[src/rtl/gaps_ram.sv]
`timescale 1ns / 1ps
`default_nettype none
module gaps_ram #(
    parameter int WIDTH = 8,
    parameter int DEPTH = 16
) (
    input  wire logic                     i_clk,
    input  wire logic                     i_we,
    input  wire logic [$clog2(DEPTH)-1:0] i_waddr,
    input  wire logic [WIDTH-1:0]         i_wdata,
    input  wire logic [$clog2(DEPTH)-1:0] i_raddr,
    output logic      [WIDTH-1:0]         o_rdata
);
    logic [WIDTH-1:0] r_mem [DEPTH];

    // One write port and one registered read port.
    always_ff @(posedge i_clk) begin
        if (i_we) begin
            r_mem[i_waddr] <= i_wdata;
        end
        o_rdata <= r_mem[i_raddr];
    end
endmodule
`default_nettype wire

[config.mk]
export PLATFORM = sky130hd
export DESIGN_NAME = gaps_ram
export DESIGN_NICKNAME = d
export VERILOG_FILES = /design/src/rtl/gaps_ram.sv
export SDC_FILE = /design/constraint.sdc
export NUM_CORES = 1
export LEC_CHECK = 0
export ABC_AREA = 1
export BUFFER_PORTS_ARGS = -buffer_cell sky130_fd_sc_hd__buf_2
export CAP_MARGIN = 20
export CORE_AREA = 2 2 142 144
export CTS_CLUSTER_DIAMETER = 120
export DETAILED_ROUTE_END_ITERATION = 10
export DIE_AREA = 0 0 144 146
export SLEW_MARGIN = 20
export SYNTH_ARGS = -nofsm -noshare
export SYNTH_HDL_FRONTEND = slang
export SYNTH_SLANG_ARGS = --single-unit
[constraint.sdc]
create_clock -name i_clk -period 1.4 [get_ports i_clk]
set_clock_uncertainty 0.05 [all_clocks]
set_input_delay 0.07 -clock i_clk [delete_from_list [all_inputs] [get_ports i_clk]]
set_output_delay 0.07 -clock i_clk [all_outputs]
set_load 0.05 [all_outputs]
==> results.json, run 1 <==
{
  "via_per_inst": 4.271,
  "die_w_um": 144,
  "rr_startpoint": "r_mem[1][3]$_DFFE_PP_",
  "critPathLaunchType": "flop",
  "nFillCells": 1870,
  "io_pins": 26,
  "r2r-end": "o_rdata[3]$_DFF_P_",
  "drive_gt1_frac": 0.1326,
  "die_y_um": 146,
  "p_leak_nw": 2.946,
  "cts_root_buffer": "clkbuf_16",
  "cap_viol_max_count": 0,
  "final_util": 0.3569,
  "grt-ovfl-total": 0,
  "min_delay_path_depth": 1,
  "tritoncts": "yes",
  "netlist_instances": 551,
  "drc": 0,
  "vias": 3741,
  "worst_pin_slew_ns": 0.4046,
  "track_usage": 0.1344,
  "hpwl_um": 8101,
  "cts_resized": 0,
  "critical-path-slowest-cell": "dfxtp_1",
  "cp_max_fo": 1,
  "antenna_found_initial": 0,
  "cts.sinks": 136,
  "initial_utilization": 0.2983,
  "synth_seq_cells": 136,
  "ant_nets": 0,
  "grt_pass1_wl_um": 20550,
  "clkLatencyLatePin_ns": 0.41,
  "firstDrtPassIters": 6,
  "numCtsBuffers": 17,
  "period_needed_ns": 1.191,
  "syn_nets": 569,
  "setup_viol": 0,
  "placed_cell_area_sq_um": 6302,
  "finalHoldViolations": 0,
  "tns_ns": 0,
  "max_freq_mhz": 839.8,
  "synth_seq_area_share": 0.6943,
  "vdd_drop_max_mv": 0.8705,
  "path_class": "reg2out",
  "hold_start": "i_wdata[5]",
  "row_count": 51,
  "finish.instance_area_sq_um": 6900,
  "coreArea_sq_um": 19330,
  "path_buf_inv": 1,
  "path_clk_slew_ns": 0.06,
  "cts_buffer_depth": 2,
  "grt_pass1_vias": 3642,
  "syn2layout_area_growth_pct": 19.66,
  "htreeDepth": 4,
  "slew_viol_final": 0,
  "nets": 616,
  "crit_path_end_kind": "primary output",
  "crit_family": "flip-flops",
  "portBuffers": 25,
  "period_share": 0.8505,
  "hold_end": "r_mem[3][5]$_DFFE_PP_",
  "cp_data_arrival_time_ns": 1.07,
  "dr.first_iter.drc_count": 272,
  "hold_class": "in2reg",
  "post-cts-setup-buffer-count": 0,
  "r2r_slack_ns": 0.25,
  "yosysWarningCount": 0,
  "synth.distinct_cells": 12,
  "fin_ws_ns": 0.2092,
  "gp_congestion": 0.8030,
  "crit_path_cell_trace": "buf_2",
  "grt_max_degree": 46,
  "p_per_area_nw_per_um2": 1400,
  "wl_per_cell_um": 15.10,
  "rsz0062_at_grt": "false",
  "syn_avg_cell_area_sq_um": 10.47,
  "crit_required_ns": 1.28,
  "dp_slack_ns": 0.1896,
  "slew_headroom": 0.7303,
  "wl_um": 13230,
  "holdWs_ns": 0.01934,
  "crit_path_max_incr_delay_ns": 0.37,
  "dieArea_sq_um": 21020,
  "outcome": "complete, no violations",
  "synth_area_sq_um": 5767,
  "ff2ff_path_depth": 6,
  "diodes": 0
}
-- how the worst max path moves through the flow --
stage | from | end | slack [ns] | cells after the start
floorplan | i_waddr[2] | r_mem[10][0]$_DFFE_PP_ | 0.33 | 2
global placement | i_raddr[0] | o_rdata[3]$_DFF_P_ | 0.20 | 8
detailed placement | i_raddr[0] | o_rdata[4]$_DFF_P_ | 0.19 | 8
CTS | o_rdata[1]$_DFF_P_ | o_rdata[1] | 0.18 | 1
global route | o_rdata[1]$_DFF_P_ | o_rdata[1] | 0.18 | 1
finish | o_rdata[1]$_DFF_P_ | o_rdata[1] | 0.21 | 1
-- flip-flops by register name (all words and copies together) (netlist names) --
| name | cells |
|---|---|
| r_mem | 128 |
| o_rdata | 8 |
-- layer usage --
layer  track usage  vias to the layer above  routed length [um]
li1              -                     1864                   -
met1        0.1719                     1770                5726
met2        0.2150                       96                6416
met3       0.04376                       11                 922
met4       0.04461                        0                 163
met5             0                        -                   0
-- logic make-up after synthesis --
family,Yosys count,synth area share
flip-flops,136,0.6943
AND/OR/NAND/NOR,289,0.2105
buffers and inverters,126,0.09525
-- synthesized netlist by cell type (all sizes together) --
cell,number,area [sq um]
edfxtp,128,3844
buf,24,166.4
nand3b,2,15.01
nand2,173,649.4
nor2,17,63.81
dfxtp,8,160.2
nand3,97,485.5
inv,102,382.9
-- cells in the final DEF (no fill, tap or decap) --
| master | instances |
|---|---|
| buf_2 | 25 |
| nand3_1 | 97 |
| edfxtp_1 | 128 |
| inv_1 | 100 |
| clkinv_2 | 2 |
| clkinv_4 | 2 |
| buf_4 | 22 |
| bufinv_16 | 3 |
| clkbuf_1 | 2 |
| inv_2 | 2 |
| clkbuf_16 | 17 |
| dlygate4sd3_1 | 1 |
| nand2_1 | 173 |
| dfxtp_1 | 8 |
| nor2_1 | 17 |
| clkinv_1 | 2 |
| clkinvlp_4 | 4 |
| buf_12 | 4 |
| nand3b_1 | 2 |
-- cell type report --
cell class | instances | area (sq um) | area share
Multi-Input combinational cell | 289 | 1214 | 0.1759
Clock buffer | 19 | 432.9 | 0.06274
Inverter | 102 | 382.9 | 0.05548
Tap cell | 265 | 331.6 | 0.04805
Timing Repair Buffer | 52 | 380.4 | 0.05512
Sequential cell | 136 | 4004 | 0.5802
Clock inverter | 13 | 155.1 | 0.02248
-- through the flow --
stage | power [mW] | instances
4_1_cts | 9.742 | 876
5_1_grt | 9.985 | 876
3_5_place_dp | 5.341 | 843
2_1_floorplan | 5.073 | 551
6_report | 9.662 | 876
3_3_place_gp | 5.335 | 843
-- report_power, final --
part / total (mW) / internal [mW] / switching [mW]
Clock: 4.41 / 2.78 / 1.63
Sequential: 4.58 / 4.55 / 0.0278
Combinational: 0.673 / 0.185 / 0.488
Total: 9.66 / 7.52 / 2.14
-- timing repair --
action | CTS | global route
hold buffers | 1 | 0
endpoints found under the setup margin | 0 | 0
endpoints found under the hold margin | 5 | 0
Power figures use the tool's default switching activity.
==> run 2: changes to the inputs <==
- ABC_AREA: 1 -> not set
- CORE_AREA: 2 2 142 144 -> 2 2 134 136
- DIE_AREA: 0 0 144 146 -> 0 0 136 138
==> run 2 against run 1 <==
Against the previous run:
- clock-buffer cell count shrank 1
- hold slack worse by 0.0056 ns
- register-to-register slack got worse by 0.21 ns
- non-clock buffer count grew 10
- clock power increased by 3%
- die area is 11% lower
- combinational power is 17% lower
- synthesized cell count fell by 58%
- power about the same
==> results.json, run 2 <==
{
  "period_needed_ns": 1.360,
  "path_class": "reg2reg",
  "tritoncts": "yes",
  "diodes": 0,
  "hpwl_um": 6645,
  "vdd_drop_max_mv": 0.7734,
  "slew_viol_final": 0,
  "final_common_cell": "edfxtp_1",
  "crit_path_end_kind": "flop",
  "holdWs_ns": 0.01370,
  "tns_ns": 0,
  "finish.instance_area_sq_um": 6427,
  "htreeDepth": 4,
  "cts.sinks": 136,
  "outcome": "complete, no violations",
  "nFillCells": 1641,
  "netlist_instances": 229,
  "cap_viol_max_count": 0,
  "p_seq_frac": 0.474,
  "rsz0062_at_grt": "false",
  "max_freq_mhz": 735.5,
  "synth_top_area_share": 0.7467,
  "biggestRegsByFlops": "r_mem (128), o_rdata (8)",
  "swShare": 0.2013,
  "antenna_found_initial": 0,
  "clkLatencyLatePin_ns": 0.41,
  "nets": 318,
  "switchingPower_mw": 1.946,
  "largest_reg_flops": 128,
  "cts_root_buffer": "clkbuf_16",
  "dp_cells": 504,
  "io_pins": 26,
  "drive_gt1_frac": 0.3462,
  "wl_per_cell_um": 19.51,
  "rr_startpoint": "r_mem[0][2]$_DFFE_PP_",
  "syn2layout_area_growth_pct": 24.87,
  "startpoint": "r_mem[0][2]$_DFFE_PP_",
  "drc": 0,
  "ant_nets": 0,
  "grt_max_degree": 33,
  "gp_congestion": 0.7696,
  "p_per_area_nw_per_um2": 1505,
  "combPwrFrac": 0.058,
  "regArea_sq_um": 4004,
  "worst_pin_slew_ns": 0.9259,
  "finalHoldViolations": 0,
  "r2r-end": "o_rdata[2]$_DFF_P_",
  "via_per_inst": 4.660,
  "cp_data_arrival_time_ns": 1.60,
  "ff2ff_path_depth": 3,
  "synth_edf_count": 128,
  "syn_nets": 247,
  "cp_max_fo": 1,
  "r2r_slack_ns": 0.04,
  "yosysWarningCount": 0,
  "crit_required_ns": 1.64,
  "synth_seq_cells": 136,
  "track_usage": 0.1199,
  "initial_utilization": 0.2936,
  "hold_class": "in2reg",
  "synth_area_leaders": "edfxtp_1 75%, mux4_2 7.9%, mux4_1 7.1%, dfxtp_1 3.1%, a22oi_1 2.3%",
  "die_y_um": 138,
  "p_leak_nw": 2.184,
  "regMostFlops": "r_mem",
  "wl_um": 10550,
  "firstDrtPassIters": 4,
  "slew_headroom": 0.3804,
  "path_clk_slew_ns": 0.06,
  "synth_seq_area_share": 0.7778,
  "grt_pass1_vias": 2615,
  "dr.first_iter.drc_count": 193,
  "grt_pass1_wl_um": 15950,
  "numCtsBuffers": 17,
  "synth_area_sq_um": 5147,
  "critPathLaunchType": "flop",
  "synth_common_cells": "128 x edfxtp_1, 18 x mux4_2, 16 x a22oi_1",
  "portBuffers": 25,
  "yosysMostFrequentCell": "edfxtp_1",
  "crit_end": "o_rdata[2]$_DFF_P_",
  "synth_area_leader_cell": "edfxtp_1",
  "cts_buffer_depth": 2,
  "coreArea_sq_um": 17530,
  "final_cell_mix": "128 x edfxtp_1, 28 x buf_4, 25 x buf_2",
  "final_util": 0.3666,
  "setup_viol": 0,
  "syn_avg_cell_area_sq_um": 22.48,
  "synth_flop_cell": "edfxtp_1",
  "die_w_um": 136,
  "p_int_mw": 7.725,
  "finalNonFillerCells": 541,
  "clockPowerShare": 0.468,
  "vias": 2521,
  "dieArea_sq_um": 18770,
  "period_share": 0.9711,
  "grt-ovfl-total": 0,
  "synth.distinct_cells": 19,
  "async_flop_share": 0,
  "row_count": 49,
  "placed_cell_area_sq_um": 5748,
  "multiInputGateArea_sq_um": 1074,
  "post-cts-setup-buffer-count": 0
}
-- run 2: cell count changes after synthesis, moves of 2 or more --
cell,delta
nor3_1,+4
mux4_1,+14
buf_6,-3
nor2_1,-4
buf_4,-3
nand2_1,-164
a22oi_1,+16
buf_2,-10
inv_1,-100
nand2b_1,+2
nand3_1,-96
inv_2,-2
clkdlybuf4s25_2,+3
mux4_2,+18
-- run 2: cells by family (layout without fill, tap and decap cells) --
kind of cell,after synthesis,after routing,synth area share
and+or+nand+nor,35,35,0.03184
AOI/OAI and AO/OA,16,16,0.02334
DFF,136,136,0.7778
muxes,32,32,0.1502
buffers and inverters,10,93,0.01677
-- run 2: how the worst min path moves through the flow --
stage	from	endpoint	depth (start not counted)
2_1_floorplan	i_wdata[0]	r_mem[0][0]$_DFFE_PP_	0
3_3_place_gp	i_wdata[0]	r_mem[14][0]$_DFFE_PP_	1
3_5_place_dp	i_wdata[0]	r_mem[5][0]$_DFFE_PP_	1
4_1_cts	i_wdata[2]	r_mem[4][2]$_DFFE_PP_	1
5_1_grt	i_wdata[2]	r_mem[6][2]$_DFFE_PP_	1
6_report	i_wdata[2]	r_mem[4][2]$_DFFE_PP_	1
-- run 2: final cells by class --
type / instances / area share
clock buffers: 18 / 0.06677
clock inverters: 13 / 0.02784
multi-input cells: 83 / 0.1670
flip-flops and latches: 136 / 0.6229
well taps: 229 / 0.04458
repair buffers: 62 / 0.07086
-- run 2: power by group through the flow --
| stage | Clock, mW | Sequential, mW | Combinational (mW) |
|---|---|---|---|
| after global placement | 0 | 4.67 | 0.534 |
| final | 4.53 | 4.58 | 0.557 |
| after detailed placement | 0 | 4.67 | 0.545 |
| after global routing | 4.82 | 4.59 | 0.597 |
| after floorplan | 0 | 4.75 | 0.231 |
| after CTS | 4.61 | 4.59 | 0.562 |
-- run 2: metal layers --
metal	GRT usage	vias to the layer above	routed length (um)
met2	0.1759	69	5008
met3	0.04217	11	490
met4	0.03947	0	116
met1	0.1670	1325	4939
li1	-	1116	-
met5	0	-	0
-- run 2: timing repair --
action / in CTS / in global routing
hold buffers: 6 / 0
endpoints found under the setup margin: 1 / 2
resized for setup: 1 / 3
hold endpoints to repair: 82 / 0
-- run 2: critical path, stage by stage, from the launching register on --
cell	delay, ns
edfxtp_1	0.38
mux4_1	0.51
a22oi_2	0.22
nand2_1	0.08
-- run 2: stage by stage --
| step | power (mW) | worst slack [ns] |
|---|---|---|
| 6_report | 9.671 | 0.04047 |
| 5_1_grt | 10.00 | 0.001599 |
| 4_1_cts | 9.759 | 0.01438 |
| 3_5_place_dp | 5.215 | -0.1663 |
| 3_3_place_gp | 5.202 | -0.1854 |
| 2_1_floorplan | 4.983 | 0.01385 |
==> run 3: changes to the inputs <==
- PLACE_DENSITY_LB_ADDON: not set -> 0.1
==> run 3 against run 2 <==
Against the previous run:
- critical path depth did not move
- utilization fell by 0.13 points
- combinational power rose by 1%
- power fell by 2.4%
- final area fell by 0.35%
- via count fell by 4.0%
- hold slack improved by 0.16 ns
- register-to-register slack improved by 0.02 ns
- clock power fell by 5.1%
- critical endpoint is now o_rdata[5]$_DFF_P_
- largest power group unchanged
==> results.json, run 3 (synthesis gave the netlist of run 2 again) <==
{
  "dieArea_sq_um": 18770,
  "nets": 315,
  "cp_data_arrival_time_ns": 1.59,
  "drive_gt1_frac": 0.3355,
  "final_common_cell": "edfxtp_1",
  "crit_path_max_incr_delay_ns": 0.53,
  "final_cell_mix": "128 x edfxtp_1, 25 x buf_2, 23 x buf_4",
  "max_freq_mhz": 746.8,
  "critPathLaunchType": "flop",
  "switchingPower_mw": 1.893,
  "r2r-end": "o_rdata[5]$_DFF_P_",
  "dr.first_iter.drc_count": 174,
  "grt-ovfl-total": 0,
  "tritoncts": "yes",
  "row_count": 49,
  "antenna_found_initial": 0,
  "wl_um": 10610,
  "syn2layout_area_growth_pct": 24.43,
  "cts_root_buffer": "clkbuf_16",
  "p_leak_nw": 2.164,
  "largest_reg_flops": 128,
  "gp_congestion": 0.6846,
  "cap_viol_max_count": 0,
  "slew_headroom": 0.2987,
  "rsz0062_at_grt": "false",
  "outcome": "complete, no violations",
  "ff2ff_path_depth": 3,
  "wl_per_cell_um": 19.68,
  "portBuffers": 25,
  "grt_use_met1": 0.1597,
  "cts.sinks": 136,
  "worst_pin_slew_ns": 1.050,
  "grt_pass1_wl_um": 15860,
  "initial_utilization": 0.2936,
  "path_clk_slew_ns": 0.06,
  "slew_viol_final": 0,
  "regMostFlops": "r_mem",
  "period_needed_ns": 1.339,
  "p_seq_frac": 0.485,
  "crit_required_ns": 1.65,
  "ant_nets": 0,
  "hold_start": "i_waddr[0]",
  "via_per_inst": 4.490,
  "hold_class": "in2reg",
  "biggestRegsByFlops": "r_mem (128), o_rdata (8)",
  "numCtsBuffers": 17,
  "crit_path_end_kind": "flop",
  "rr_startpoint": "r_mem[9][5]$_DFFE_PP_",
  "p_int_mw": 7.550,
  "path_class": "reg2reg",
  "swShare": 0.2005,
  "diodes": 0,
  "post-cts-setup-buffer-count": 0,
  "hpwl_um": 7080,
  "grt_max_degree": 18,
  "period_share": 0.9565,
  "die_w_um": 136,
  "grtUsageMet2": 0.1851,
  "cp_max_fo": 1,
  "holdWs_ns": 0.1747,
  "clockPowerShare": 0.455,
  "clkLatencyLatePin_ns": 0.42,
  "combPwrFrac": 0.060,
  "grt_use_met3": 0.03777,
  "crit_path_cell_trace": "mux4_1 -> a22oi_2 -> nand2_1",
  "dp_cells": 499,
  "finalNonFillerCells": 539,
  "firstDrtPassIters": 4,
  "hold_end": "r_mem[0][7]$_DFFE_PP_",
  "cts_buffer_depth": 2,
  "final_util": 0.3653,
  "coreArea_sq_um": 17530,
  "critical-path-slowest-cell": "mux4_1",
  "r2r_slack_ns": 0.06,
  "grt_pass1_vias": 2582,
  "htreeDepth": 4,
  "io_pins": 26,
  "finalHoldViolations": 0,
  "die_y_um": 138,
  "setup_viol": 0,
  "vias": 2420,
  "p_per_area_nw_per_um2": 1474,
  "drc": 0,
  "min_delay_path_depth": 3,
  "grt_busiest_layer": "met2",
  "vdd_drop_max_mv": 0.8274,
  "track_usage": 0.1218
}
[run 3: timing repair]
action / CTS / global route
resized for setup: 1 / 6
pin swaps: 0 / 1
hold buffers: 8 / 0
setup endpoints to repair: 1 / 7
hold endpoints to repair: 97 / 0
[run 3: routing by layer]
metal / part of all wire / wire (um)
met5: 0 / 0
met4: 0.021 / 218
met3: 0.040 / 421
met2: 0.48 / 5137
met1: 0.46 / 4832
[run 3: worst max-delay path by stage]
stage                                     start                     to  slack (ns)  cells after the start
after global placement               i_raddr[0]     o_rdata[2]$_DFF_P_       -0.14                      5
after global routing      r_mem[9][3]$_DFFE_PP_     o_rdata[3]$_DFF_P_      0.0002                      3
after floorplan                      i_waddr[2]  r_mem[3][0]$_DFFE_PP_        0.01                      2
final                     r_mem[9][5]$_DFFE_PP_     o_rdata[5]$_DFF_P_        0.06                      3
after detailed placement             i_raddr[0]     o_rdata[2]$_DFF_P_       -0.13                      5
after CTS                 r_mem[7][6]$_DFFE_PP_     o_rdata[6]$_DFF_P_       0.004                      3
[run 3: through the flow]
step	setup slack, ns	setup TNS, ns	total power [mW]	area [sq um]
4_1_cts	0.004215	0	9.541	6375
3_3_place_gp	-0.1372	-0.5635	5.214	5710
6_report	0.06096	0	9.443	6405
2_1_floorplan	0.01385	0	4.983	5152
5_1_grt	0.0002034	0	9.745	6405
3_5_place_dp	-0.1297	-0.6051	5.217	5710
[run 3: power by group through the flow]
stage	sequential, mW	combinational (mW)	clock, mW
2_1_floorplan	4.75	0.231	0
3_3_place_gp	4.67	0.545	0
3_5_place_dp	4.67	0.549	0
4_1_cts	4.59	0.570	4.39
5_1_grt	4.59	0.610	4.54
6_report	4.58	0.563	4.30
[run 3: layout make-up]
cell class / count / area, sq um
Clock buffer: 30 / 544.3
Clock inverter: 2 / 35.03
Fill cell: 1685 / 11130
Multi-Input combinational cell: 83 / 1097
Sequential cell: 136 / 4004
Tap cell: 229 / 286.5
Timing Repair Buffer: 59 / 437.9
[run 3: worst max-delay path, delay by kind of cell (launching register included)]
kind	cells	cell delay, ns
muxes	1	0.53
AOI/OAI and AO/OA	1	0.22
DFF	1	0.37
and+or+nand+nor	1	0.06
